==> config.mk <==
export PLATFORM = sky130hd
export DESIGN_NAME = binary_log_frame_sync_crc32
export DESIGN_NICKNAME = d
export VERILOG_FILES = /design/src/rtl/bfsc_pkg.sv /design/src/rtl/binary_log_frame_sync_crc32.sv /design/src/rtl/bfsc_frame.sv
export SDC_FILE = /design/constraint.sdc
export NUM_CORES = 1
export LEC_CHECK = 0
export BUFFER_PORTS_ARGS = -buffer_cell sky130_fd_sc_hd__buf_2
export CORE_UTILIZATION = 60
export DETAILED_ROUTE_END_ITERATION = 6
export PLACE_DENSITY_LB_ADDON = 0.05
export REMOVE_ABC_BUFFERS = 1
export SLEW_MARGIN = 20
export SYNTH_ARGS = -nofsm -noshare
export SYNTH_HDL_FRONTEND = slang
export SYNTH_SLANG_ARGS = --single-unit
==> constraint.sdc <==
create_clock -name clk -period 8.1 [get_ports clk]
set_input_delay 0.405 -clock clk [delete_from_list [all_inputs] [get_ports clk]]
set_output_delay 0.405 -clock clk [all_outputs]
set_load 0.1 [all_outputs]
==> src/rtl/bfsc_pkg.sv <==
// Shared types, constants and the CRC-32 byte update for the frame synchronizer.
`default_nettype none

package bfsc_pkg;

    localparam int unsigned HEADER_BYTES  = 28;
    localparam int unsigned TRAILER_BYTES = 4;
    localparam int unsigned POS_W         = 17;
    localparam int unsigned MAXLEN_W      = 17;

    localparam logic [31:0] CRC_POLY = 32'hEDB88320;
    localparam logic [7:0]  SYNC0    = 8'hAA;
    localparam logic [7:0]  SYNC1    = 8'h44;
    localparam logic [7:0]  SYNC2    = 8'h12;

    localparam logic [MAXLEN_W-1:0] MAX_FRAME_RESET = 17'd16384;

    localparam logic [POS_W-1:0] POS_ID_LO  = 17'd4;
    localparam logic [POS_W-1:0] POS_ID_HI  = 17'd5;
    localparam logic [POS_W-1:0] POS_LEN_LO = 17'd8;
    localparam logic [POS_W-1:0] POS_LEN_HI = 17'd9;
    localparam logic [POS_W-1:0] POS_AFTER_SYNC = 17'd3;

    localparam logic [15:0] ID_RANGE   = 16'd43;
    localparam logic [15:0] ID_GPS_EPH = 16'd7;
    localparam logic [15:0] ID_BDS_EPH = 16'd1696;

    typedef enum logic [1:0] {
        PH_HUNT = 2'd0,
        PH_HEAD = 2'd1,
        PH_BODY = 2'd2,
        PH_TAIL = 2'd3
    } phase_t;

    typedef enum logic [1:0] {
        ST_GOOD    = 2'd0,
        ST_CRC_ERR = 2'd1,
        ST_TOO_LONG = 2'd2
    } status_t;

    typedef enum logic [1:0] {
        KIND_RANGE = 2'd0,
        KIND_GPS   = 2'd1,
        KIND_BDS   = 2'd2,
        KIND_OTHER = 2'd3
    } kind_t;

    typedef struct packed {
        logic [1:0]  frame_status;
        logic [15:0] message_id;
        logic [15:0] body_length;
        logic [1:0]  message_kind;
        logic [31:0] computed_crc;
    } result_t;

    function automatic logic [31:0] crc_byte(input logic [31:0] crc_in, input logic [7:0] b);
        logic [31:0] c;
        c = crc_in ^ {24'd0, b};
        for (int k = 0; k < 8; k++)
        begin
            if (c[0])
            begin
                c = (c >> 1) ^ CRC_POLY;
            end
            else
            begin
                c = c >> 1;
            end
        end
        return c;
    endfunction

    function automatic kind_t kind_of(input logic [15:0] id);
        kind_t k;
        if (id == ID_RANGE)
        begin
            k = KIND_RANGE;
        end
        else if (id == ID_GPS_EPH)
        begin
            k = KIND_GPS;
        end
        else if (id == ID_BDS_EPH)
        begin
            k = KIND_BDS;
        end
        else
        begin
            k = KIND_OTHER;
        end
        return k;
    endfunction

    localparam logic [31:0] SYNC_CRC = crc_byte(crc_byte(crc_byte(32'd0, SYNC0), SYNC1), SYNC2);

endpackage

`default_nettype wire

==> src/rtl/binary_log_frame_sync_crc32.sv <==
// Framed binary message synchronizer with CRC-32 check, top level.
// Usage:
//   Byte channel: data_byte with byte_valid/byte_ready; one word per accepted
//   byte of the raw receiver stream. Result channel: frame_status, message_id,
//   body_length, message_kind, computed_crc with result_valid/result_ready.
//   At most one result word per frame: good, CRC error, or too long (the
//   latter right after the 28th header byte, CRC then covers the header only).
//   cfg_wr_en/cfg_wr_data write max_frame_bytes; write only while idle.
// Timing:
//   A byte is registered in the input stage at acceptance and processed from
//   there when the output stage is free; the verdict is registered in the output
//   stage. One byte per cycle sustained while the output stage stays free.
// Reset:
//   rst_n clears the frame tracker to sync hunt, empties both stages and
//   sets max_frame_bytes to 16384.
// Stall:
//   While a result waits on result_ready, one more byte is held in the input
//   stage and byte_ready drops only when that stage is full as well.
`default_nettype none

module binary_log_frame_sync_crc32
    import bfsc_pkg::*;
(
    input  wire logic                clk,
    input  wire logic                rst_n,
    input  wire logic                byte_valid,
    output logic                     byte_ready,
    input  wire logic [7:0]          data_byte,
    input  wire logic                cfg_wr_en,
    input  wire logic [MAXLEN_W-1:0] cfg_wr_data,
    output logic                     result_valid,
    input  wire logic                result_ready,
    output logic [1:0]               frame_status,
    output logic [15:0]              message_id,
    output logic [15:0]              body_length,
    output logic [1:0]               message_kind,
    output logic [31:0]              computed_crc
);

    logic [MAXLEN_W-1:0] max_frame_reg;
    logic                in_valid_reg;
    logic [7:0]          in_byte_reg;
    logic                out_valid_reg;
    result_t             out_reg;

    logic    step;
    logic    emit;
    result_t result;
    logic    out_free;

    assign out_free   = !out_valid_reg || result_ready;
    assign step       = in_valid_reg && out_free;
    assign byte_ready = !in_valid_reg || step;

    always_ff @(posedge clk or negedge rst_n)
    begin
        if (!rst_n)
        begin
            max_frame_reg <= MAX_FRAME_RESET;
        end
        else if (cfg_wr_en)
        begin
            max_frame_reg <= cfg_wr_data;
        end
    end

    always_ff @(posedge clk or negedge rst_n)
    begin
        if (!rst_n)
        begin
            in_valid_reg <= 1'b0;
        end
        else if (byte_ready)
        begin
            in_valid_reg <= byte_valid;
        end
    end

    always_ff @(posedge clk)
    begin
        if (byte_ready && byte_valid)
        begin
            in_byte_reg <= data_byte;
        end
    end

    bfsc_frame u_frame (
        .clk             (clk),
        .rst_n           (rst_n),
        .step            (step),
        .data_byte       (in_byte_reg),
        .max_frame_bytes (max_frame_reg),
        .emit            (emit),
        .result          (result)
    );

    always_ff @(posedge clk or negedge rst_n)
    begin
        if (!rst_n)
        begin
            out_valid_reg <= 1'b0;
        end
        else if (out_free)
        begin
            out_valid_reg <= step && emit;
        end
    end

    always_ff @(posedge clk)
    begin
        if (out_free && step && emit)
        begin
            out_reg <= result;
        end
    end

    assign result_valid = out_valid_reg;
    assign frame_status = out_reg.frame_status;
    assign message_id   = out_reg.message_id;
    assign body_length  = out_reg.body_length;
    assign message_kind = out_reg.message_kind;
    assign computed_crc = out_reg.computed_crc;

endmodule

`default_nettype wire

==> src/rtl/bfsc_frame.sv <==
// Frame tracker: sync hunt, header capture, running CRC and verdict per word.
`default_nettype none

module bfsc_frame
    import bfsc_pkg::*;
(
    input  wire logic                clk,
    input  wire logic                rst_n,
    input  wire logic                step,
    input  wire logic [7:0]          data_byte,
    input  wire logic [MAXLEN_W-1:0] max_frame_bytes,
    output logic                     emit,
    output result_t                  result
);

    phase_t           phase_reg, phase_next;
    logic [1:0]       sync_reg, sync_next;
    logic [POS_W-1:0] pos_reg, pos_next;
    logic [31:0]      crc_reg, crc_next;
    logic [15:0]      id_reg, id_next;
    logic [15:0]      len_reg, len_next;
    logic [31:0]      rcrc_reg, rcrc_next;

    logic [POS_W-1:0] pos_inc;
    logic [POS_W-1:0] body_end;
    logic [POS_W-1:0] frame_len;
    logic [31:0]      crc_upd;
    logic [1:0]       sync_restart;

    always_ff @(posedge clk or negedge rst_n)
    begin
        if (!rst_n)
        begin
            phase_reg <= PH_HUNT;
            sync_reg  <= 2'd0;
            pos_reg   <= '0;
            crc_reg   <= '0;
            id_reg    <= '0;
            len_reg   <= '0;
            rcrc_reg  <= '0;
        end
        else if (step)
        begin
            phase_reg <= phase_next;
            sync_reg  <= sync_next;
            pos_reg   <= pos_next;
            crc_reg   <= crc_next;
            id_reg    <= id_next;
            len_reg   <= len_next;
            rcrc_reg  <= rcrc_next;
        end
    end

    always_comb
    begin
        pos_inc      = pos_reg + 17'd1;
        body_end     = POS_W'(HEADER_BYTES) + {1'b0, len_reg};
        frame_len    = body_end + POS_W'(TRAILER_BYTES);
        crc_upd      = crc_byte(crc_reg, data_byte);
        sync_restart = (data_byte == SYNC0) ? 2'd1 : 2'd0;

        phase_next = phase_reg;
        sync_next  = sync_reg;
        pos_next   = pos_reg;
        crc_next   = crc_reg;
        id_next    = id_reg;
        len_next   = len_reg;
        rcrc_next  = rcrc_reg;
        emit       = 1'b0;
        result.frame_status = ST_GOOD;

        unique case (phase_reg)
            PH_HUNT:
            begin
                case (sync_reg)
                    2'd0:
                    begin
                        sync_next = sync_restart;
                    end
                    2'd1:
                    begin
                        sync_next = (data_byte == SYNC1) ? 2'd2 : sync_restart;
                    end
                    default:
                    begin
                        if (data_byte == SYNC2)
                        begin
                            crc_next   = SYNC_CRC;
                            id_next    = '0;
                            len_next   = '0;
                            rcrc_next  = '0;
                            pos_next   = POS_AFTER_SYNC;
                            sync_next  = 2'd0;
                            phase_next = PH_HEAD;
                        end
                        else
                        begin
                            sync_next = sync_restart;
                        end
                    end
                endcase
            end
            PH_HEAD:
            begin
                crc_next = crc_upd;
                pos_next = pos_inc;
                case (pos_reg)
                    POS_ID_LO:  id_next  = {id_reg[15:8], data_byte};
                    POS_ID_HI:  id_next  = {data_byte, id_reg[7:0]};
                    POS_LEN_LO: len_next = {len_reg[15:8], data_byte};
                    POS_LEN_HI: len_next = {data_byte, len_reg[7:0]};
                    default: ;
                endcase
                if (pos_inc >= POS_W'(HEADER_BYTES))
                begin
                    if (frame_len > max_frame_bytes)
                    begin
                        emit                = 1'b1;
                        result.frame_status = ST_TOO_LONG;
                        phase_next          = PH_HUNT;
                        sync_next           = 2'd0;
                        pos_next            = '0;
                    end
                    else
                    begin
                        phase_next = (len_reg == 16'd0) ? PH_TAIL : PH_BODY;
                    end
                end
            end
            PH_BODY:
            begin
                crc_next = crc_upd;
                pos_next = pos_inc;
                if (pos_inc >= body_end)
                begin
                    phase_next = PH_TAIL;
                end
            end
            PH_TAIL:
            begin
                rcrc_next = {data_byte, rcrc_reg[31:8]};
                pos_next  = pos_inc;
                if (pos_inc >= frame_len)
                begin
                    emit                = 1'b1;
                    result.frame_status = (rcrc_next == crc_reg) ? ST_GOOD : ST_CRC_ERR;
                    phase_next          = PH_HUNT;
                    sync_next           = 2'd0;
                    pos_next            = '0;
                end
            end
            default: ;
        endcase

        result.message_id   = id_reg;
        result.body_length  = len_reg;
        result.message_kind = kind_of(id_reg);
        result.computed_crc = crc_next;
    end

endmodule

`default_nettype wire

After elaboration in Yosys (flattened, before gate mapping)
Cells that the tools add are included.
- register bits: 212
- output and inout port bits: 70
- word-level logic and storage cells: 142
- $add $sub $neg: 3
- magnitude comparators: 4
- equal/unequal tests: 29
- mux-type cells: 52
- bitwise logic cells: 9
- reductions and logical operators: 26
- operators with widths (operator ; number):
    $mux W32 ; 12
    $pmux W16 S2 ; 4
    $pmux W32 S2 ; 2
    $not A13 Y14 ; 8
    $mux W17 ; 5
    $pmux W17 S4 ; 1
    $eq A17 B3 Y1 const B ; 2
    $eq A17 B4 Y1 const B ; 2
    $ge A17 B17 Y1 ; 2
    $eq A32 B32 Y1 ; 1
    $mux W16 ; 2
    $xor A32 B8 Y32 ; 1
    $reduce_and A6 Y1 ; 5
    $mux W2 ; 13
    $ne A2 B2 Y1 const B ; 9
    $add A17 B1 Y17 const B ; 1
    $add A17 B3 Y17 const B ; 1
    $add A5 B16 Y17 const A ; 1
    $ge A17 B5 Y1 const B ; 1
    $gt A17 B17 Y1 ; 1
    $eq A16 B11 Y1 const B ; 1
    $eq A16 B3 Y1 const B ; 1
    $eq A16 B6 Y1 const B ; 1
    $logic_not A16 Y1 ; 1
    other kinds (21) ; 45

Logic depth before layout (Yosys ltp)
- depth after elaboration: 18
- gate-level depth with buffers: 20
- gate-level depth less buffers: 19

Hierarchy
Synthesis repeated with hierarchy kept, for this count alone.
- cell total of the unflattened synthesis: 1088
- area, all modules: 11606.1 um^2
- by module, submodules not included (module ; times used ; cells each ; area each (um^2)):
    bfsc_frame ; 1 ; 966 ; 8540.7
    binary_log_frame_sync_crc32 ; 1 ; 122 ; 3065.4

Worst setup path after synthesis
No wires, ideal clock.
- kind: flip-flop to flip-flop
- from: register u_frame.len_reg[2]
- to: register out_reg (netlist bit body_length[0]) (enable)
- setup time: 494 ps
- data arrival time: 6500 ps
- data required time: 7606 ps
- path slack: 1105 ps
- cell stages (with the launch flop): 19
- path buffers: 0
- cells stage by stage: dfrtp_1 inv_1 ha_1 nand2b_1 and2_1 or3_1 nor3_1 nand2_1 nor3_1 xnor2_1 ha_1 nand4_1 or3_1 a31oi_1 nor3_1 a211o_1 a21oi_1 a21boi_0 nor2_1
- word-level cells in the longest chain between the ends: 7
- elaborated cells between the ends (all ways): 9
- ends and longest elaborated chain (element ; RTL line ; text):
    from (decl) ; bfsc_frame.sv:21 ; logic [15:0] len_reg, len_next;
    from (signal assigned) ; bfsc_frame.sv:49 ; len_reg <= len_next;
    $add A5 B16 Y17 * ; bfsc_frame.sv:57 ; body_end = POS_W'(HEADER_BYTES) + {1'b0, len_reg};
    $add A17 B3 Y17 * ; bfsc_frame.sv:58 ; frame_len = body_end + POS_W'(TRAILER_BYTES);
    $gt A17 B17 Y1 ; bfsc_frame.sv:116 ; if (frame_len > max_frame_bytes)
    $mux W1 ; bfsc_frame.sv:116 ;
    $mux W1 ; bfsc_frame.sv:114 ; if (pos_inc >= POS_W'(HEADER_BYTES))
    $pmux W1 S2 * ; bfsc_frame.sv:72 ; unique case (phase_reg)
    $logic_and A1 B1 Y1 * ; binary_log_frame_sync_crc32.sv:111 ; if (out_free && step && emit)
    to (signal assigned) ; binary_log_frame_sync_crc32.sv:113 ; out_reg <= result;
    to (decl) ; binary_log_frame_sync_crc32.sv:44 ; result_t out_reg;
Every way passes the cells marked *; elsewhere a longest branch is shown, timed or not.
A chain may end at the register's enable or synchronous reset.

Final worst setup path
- from: register u_frame.len_reg[2]
- to: register out_reg (netlist bit message_id[1]) (enable)
The elaborated chain is that of the path after synthesis.

==> impl_metrics.py <==
metrics = {
    "layout": {
        "nFillCells": 1452,
        "layout_common_cells": "nand2_1 (146), dfrtp_1 (127), xnor2_1 (106)",
        "antenna_cells": 0,
        "final_util_pct": 68.6,
        "final_common_cell": "nand2_1",
        "layout-drive-gt1-share_pct": 15.6,
        "areaGrowthSynthToFinish_pct": 12.4,
        "final_net_count": 1282,
    },
    "drt": {
        "initialDrtViolationCount": 528,
        "ant_nets": 0,
        "wl_um": 26600,
        "drc": 0,
        "first_pass_iters": 5,
        "routed_via_density": 5.83,
        "drt-wirelength-per-cell_um": 18.4,
        "vias": 8406,
    },
    "clock_tree": {
        "cts_resized": 0,
        "post-cts-setup-buffers": 0,
        "cts_root_buf": "clkbuf_16",
        "clk_path_buf_depth": 3,
        "clock_latency_ns": 0.53,
        "htreeDepth": 1,
        "path_clk_slew_ns": 0.06,
        "cts_inserted_buffers": 23,
        "tritoncts": "built",
        "clkSinkCount": 204,
    },
    "sta": {
        "tns_ns": 0,
        "fin_ws_ns": 2.16,
        "setup_violations": 0,
        "finalCritPeriodShare_pct": 73.3,
        "final_hold_viol_count": 0,
        "report.final.slew_viol_count": 0,
        "fin_skew_ns": 0.0105,
        "slew_headroom_pct": 35.1,
        "tightest_slew_ns": 0.968,
        "rsz0062_at_grt": "false",
        "period_needed_ns": 5.94,
        "max_freq_mhz": 168,
    },
    "die": {
        "die_area_um2": 19600,
        "die-height_um": 140,
        "start_util_pct": 61.0,
        "core_um2": 18700,
        "io_pins": 100,
        "die_x_um": 140,
        "core.rowCount": 50,
    },
    "worst_setup_path": {
        "required_ns": 8.26,
        "startpoint_type": "flip-flop",
        "cp_data_arrival_time_ns": 6.10,
        "worstSetupEndpointType": "flip-flop",
        "critical_path_class": "flip-flop to flip-flop",
        "crit_fanout": 50,
    },
    "placement": {
        "hpwl_um": 19100,
        "io_buffers": 99,
        "gp_congestion": 0.899,
        "place_ws_ns": 2.25,
    },
    "yosys": {
        "syn_area_um2": 11400,
        "synth_edf_count": 76,
        "syn_inst": 1108,
        "synth_top_area_share_pct": 27.8,
        "async_flop_share_pct": 62.7,
        "yosysWarningCount": 0,
        "synth_top_cell_by_area": "dfrtp_1",
        "synth.avg_cell_area_um2": 10.3,
        "ys_types": 72,
        "yosys-top-cells-area": "dfrtp_1 (28%), edfxtp_1 (20%), xnor2_1 (8.1%), ha_1 (6.6%), nand2_1 (4.8%)",
        "synthFlopType": "dfrtp_1",
        "ys_ff_latch": 204,
        "synth-seq-area-share_pct": 48.1,
    },
    "global_routing": {
        "grtUsageMet2_pct": 40.8,
        "busiest_layer": "met1",
        "gr-usage-met1_pct": 42.6,
        "grt_pass1_wl_um": 42800,
        "track_usage_pct": 27.9,
        "grt_util_met3_pct": 4.96,
        "grt_max_degree": 71,
        "antenna_found_initial": 0,
        "overflow": 0,
        "grt_pass1_vias": 7936,
    },
    "pwr": {
        "peakVddDrop_mv": 0.221,
        "power_density_nw_per_um2": 431,
        "finalPower_w": 0.00553,
        "p_leak_nw": 5.54,
    },
    "hold_path": {
        "hp-class": "input port to flip-flop",
    },
    "flow_run": {
        "drv_cap": 0,
    },
    "run_status": {
        "status": "finished clean",
    },
}
## metrics by stage
stage                     instances  area (µm²)  hold slack [ns]
after detailed placement       1400       12000            0.432
final                          1443       12800           0.0512
after global routing           1443       12800           0.0396
after global placement         1400       12000            0.433
after CTS                      1443       12800           0.0349
after floorplan                1059       11200            0.109
## worst max-delay path, cell delays in order, from the launching register on
cell and delay [ns]:
dfrtp_1 0.50, nor3_1 0.54, nor2_1 0.13, xnor2_1 0.22, nor3_1 0.43, nor4b_1 0.44, nand2b_1 0.17, xor2_1 0.18
ha_1 0.32, nand4_1 0.10, or3_1 0.41, a31oi_1 0.16, nor3_1 0.06, a211o_1 0.33, a21oi_1 0.19, a21boi_0 0.21
nor2_4 0.52, buf_4 0.63
## synth_stat cells, types with 4 or more instances
| cell | n |
|---|---|
| dfrtp_1 | 127 |
| and3_1 | 6 |
| clkbuf_1 | 29 |
| buf_2 | 8 |
| nor2_1 | 44 |
| nor2b_1 | 5 |
| and2_1 | 15 |
| xnor2_2 | 4 |
| nor3_1 | 17 |
| xnor2_1 | 106 |
| o22ai_1 | 11 |
| nand2_1 | 146 |
| a21o_1 | 11 |
| o21ai_1 | 12 |
| nand3_1 | 35 |
| ha_1 | 60 |
| inv_1 | 65 |
| nand4_1 | 21 |
| a21oi_1 | 51 |
| or3_1 | 6 |
| mux2_2 | 14 |
| buf_4 | 7 |
| o21ai_0 | 63 |
| nor3b_1 | 5 |
| edfxtp_1 | 76 |
| o41ai_1 | 4 |
| nand2b_1 | 10 |
| a22o_1 | 35 |
| a31o_1 | 6 |
| xor2_1 | 34 |
| nor4_1 | 11 |
## timing repair
| item | CTS | global route |
|---|---|---|
| hold buffers | 1 | 0 |
| setup endpoints to repair | 0 | 0 |
| hold endpoints to repair | 53 | 0 |
## report_power, final
group          switching [W]  internal (W)  leakage [nW]  total, W
sequential          0.000316       0.00141          2.37   0.00173
clock               0.000431      0.000641         0.379   0.00107
combinational        0.00168       0.00105          2.80   0.00273
total                0.00243       0.00310          5.54   0.00553
## cell families (layout without fill, tap and decap cells)
logic type | Yosys count | in the layout | share of synthesized area, %
AOI/OAI and AO/OA | 219 | 219 | 12.5
xor gates and xnor gates | 147 | 147 | 11.7
adders and majority gates | 60 | 60 | 6.58
buffers and inverters | 114 | 215 | 4.21
DFF | 204 | 204 | 48.1
muxes | 15 | 15 | 1.47
and+or+nand+nor | 349 | 349 | 15.5
## path summary, 6_finish.rpt
path                               startpoint                   to  slack [ns]  depth (start not counted)
max reg2reg                u_frame.len_reg[2]        message_id[1]        2.16                         17
min                              data_byte[5]       in_byte_reg[5]        0.05                          1
max in group asynchronous               rst_n  u_frame.crc_reg[21]        6.22                          3
min in group asynchronous               rst_n     max_frame_reg[7]        0.49                          2
min reg2reg                u_frame.id_reg[15]       message_id[15]        0.44                          0
max                        u_frame.len_reg[2]        message_id[1]        2.16                         17
## layer usage
| layer | wire (µm) | up-vias | part of all wire, % |
|---|---|---|---|
| met2 | 11400 | 275 | 43 |
| met5 | 0 | - | 0 |
| met1 | 13000 | 4032 | 49 |
| met4 | 551 | 0 | 2.1 |
| met3 | 1650 | 46 | 6.2 |
| li1 | - | 4053 | - |
## cell type report
class	instances	area [µm²]	area share [%]
inverters	65	244	1.90
clock buffers	28	614	4.79
clock inverters	14	169	1.32
flip-flops and latches	204	5490	42.8
repair buffers	108	568	4.43
multi-input cells	790	5460	42.5
well taps	234	293	2.28
Power figures use the tool's default switching activity.
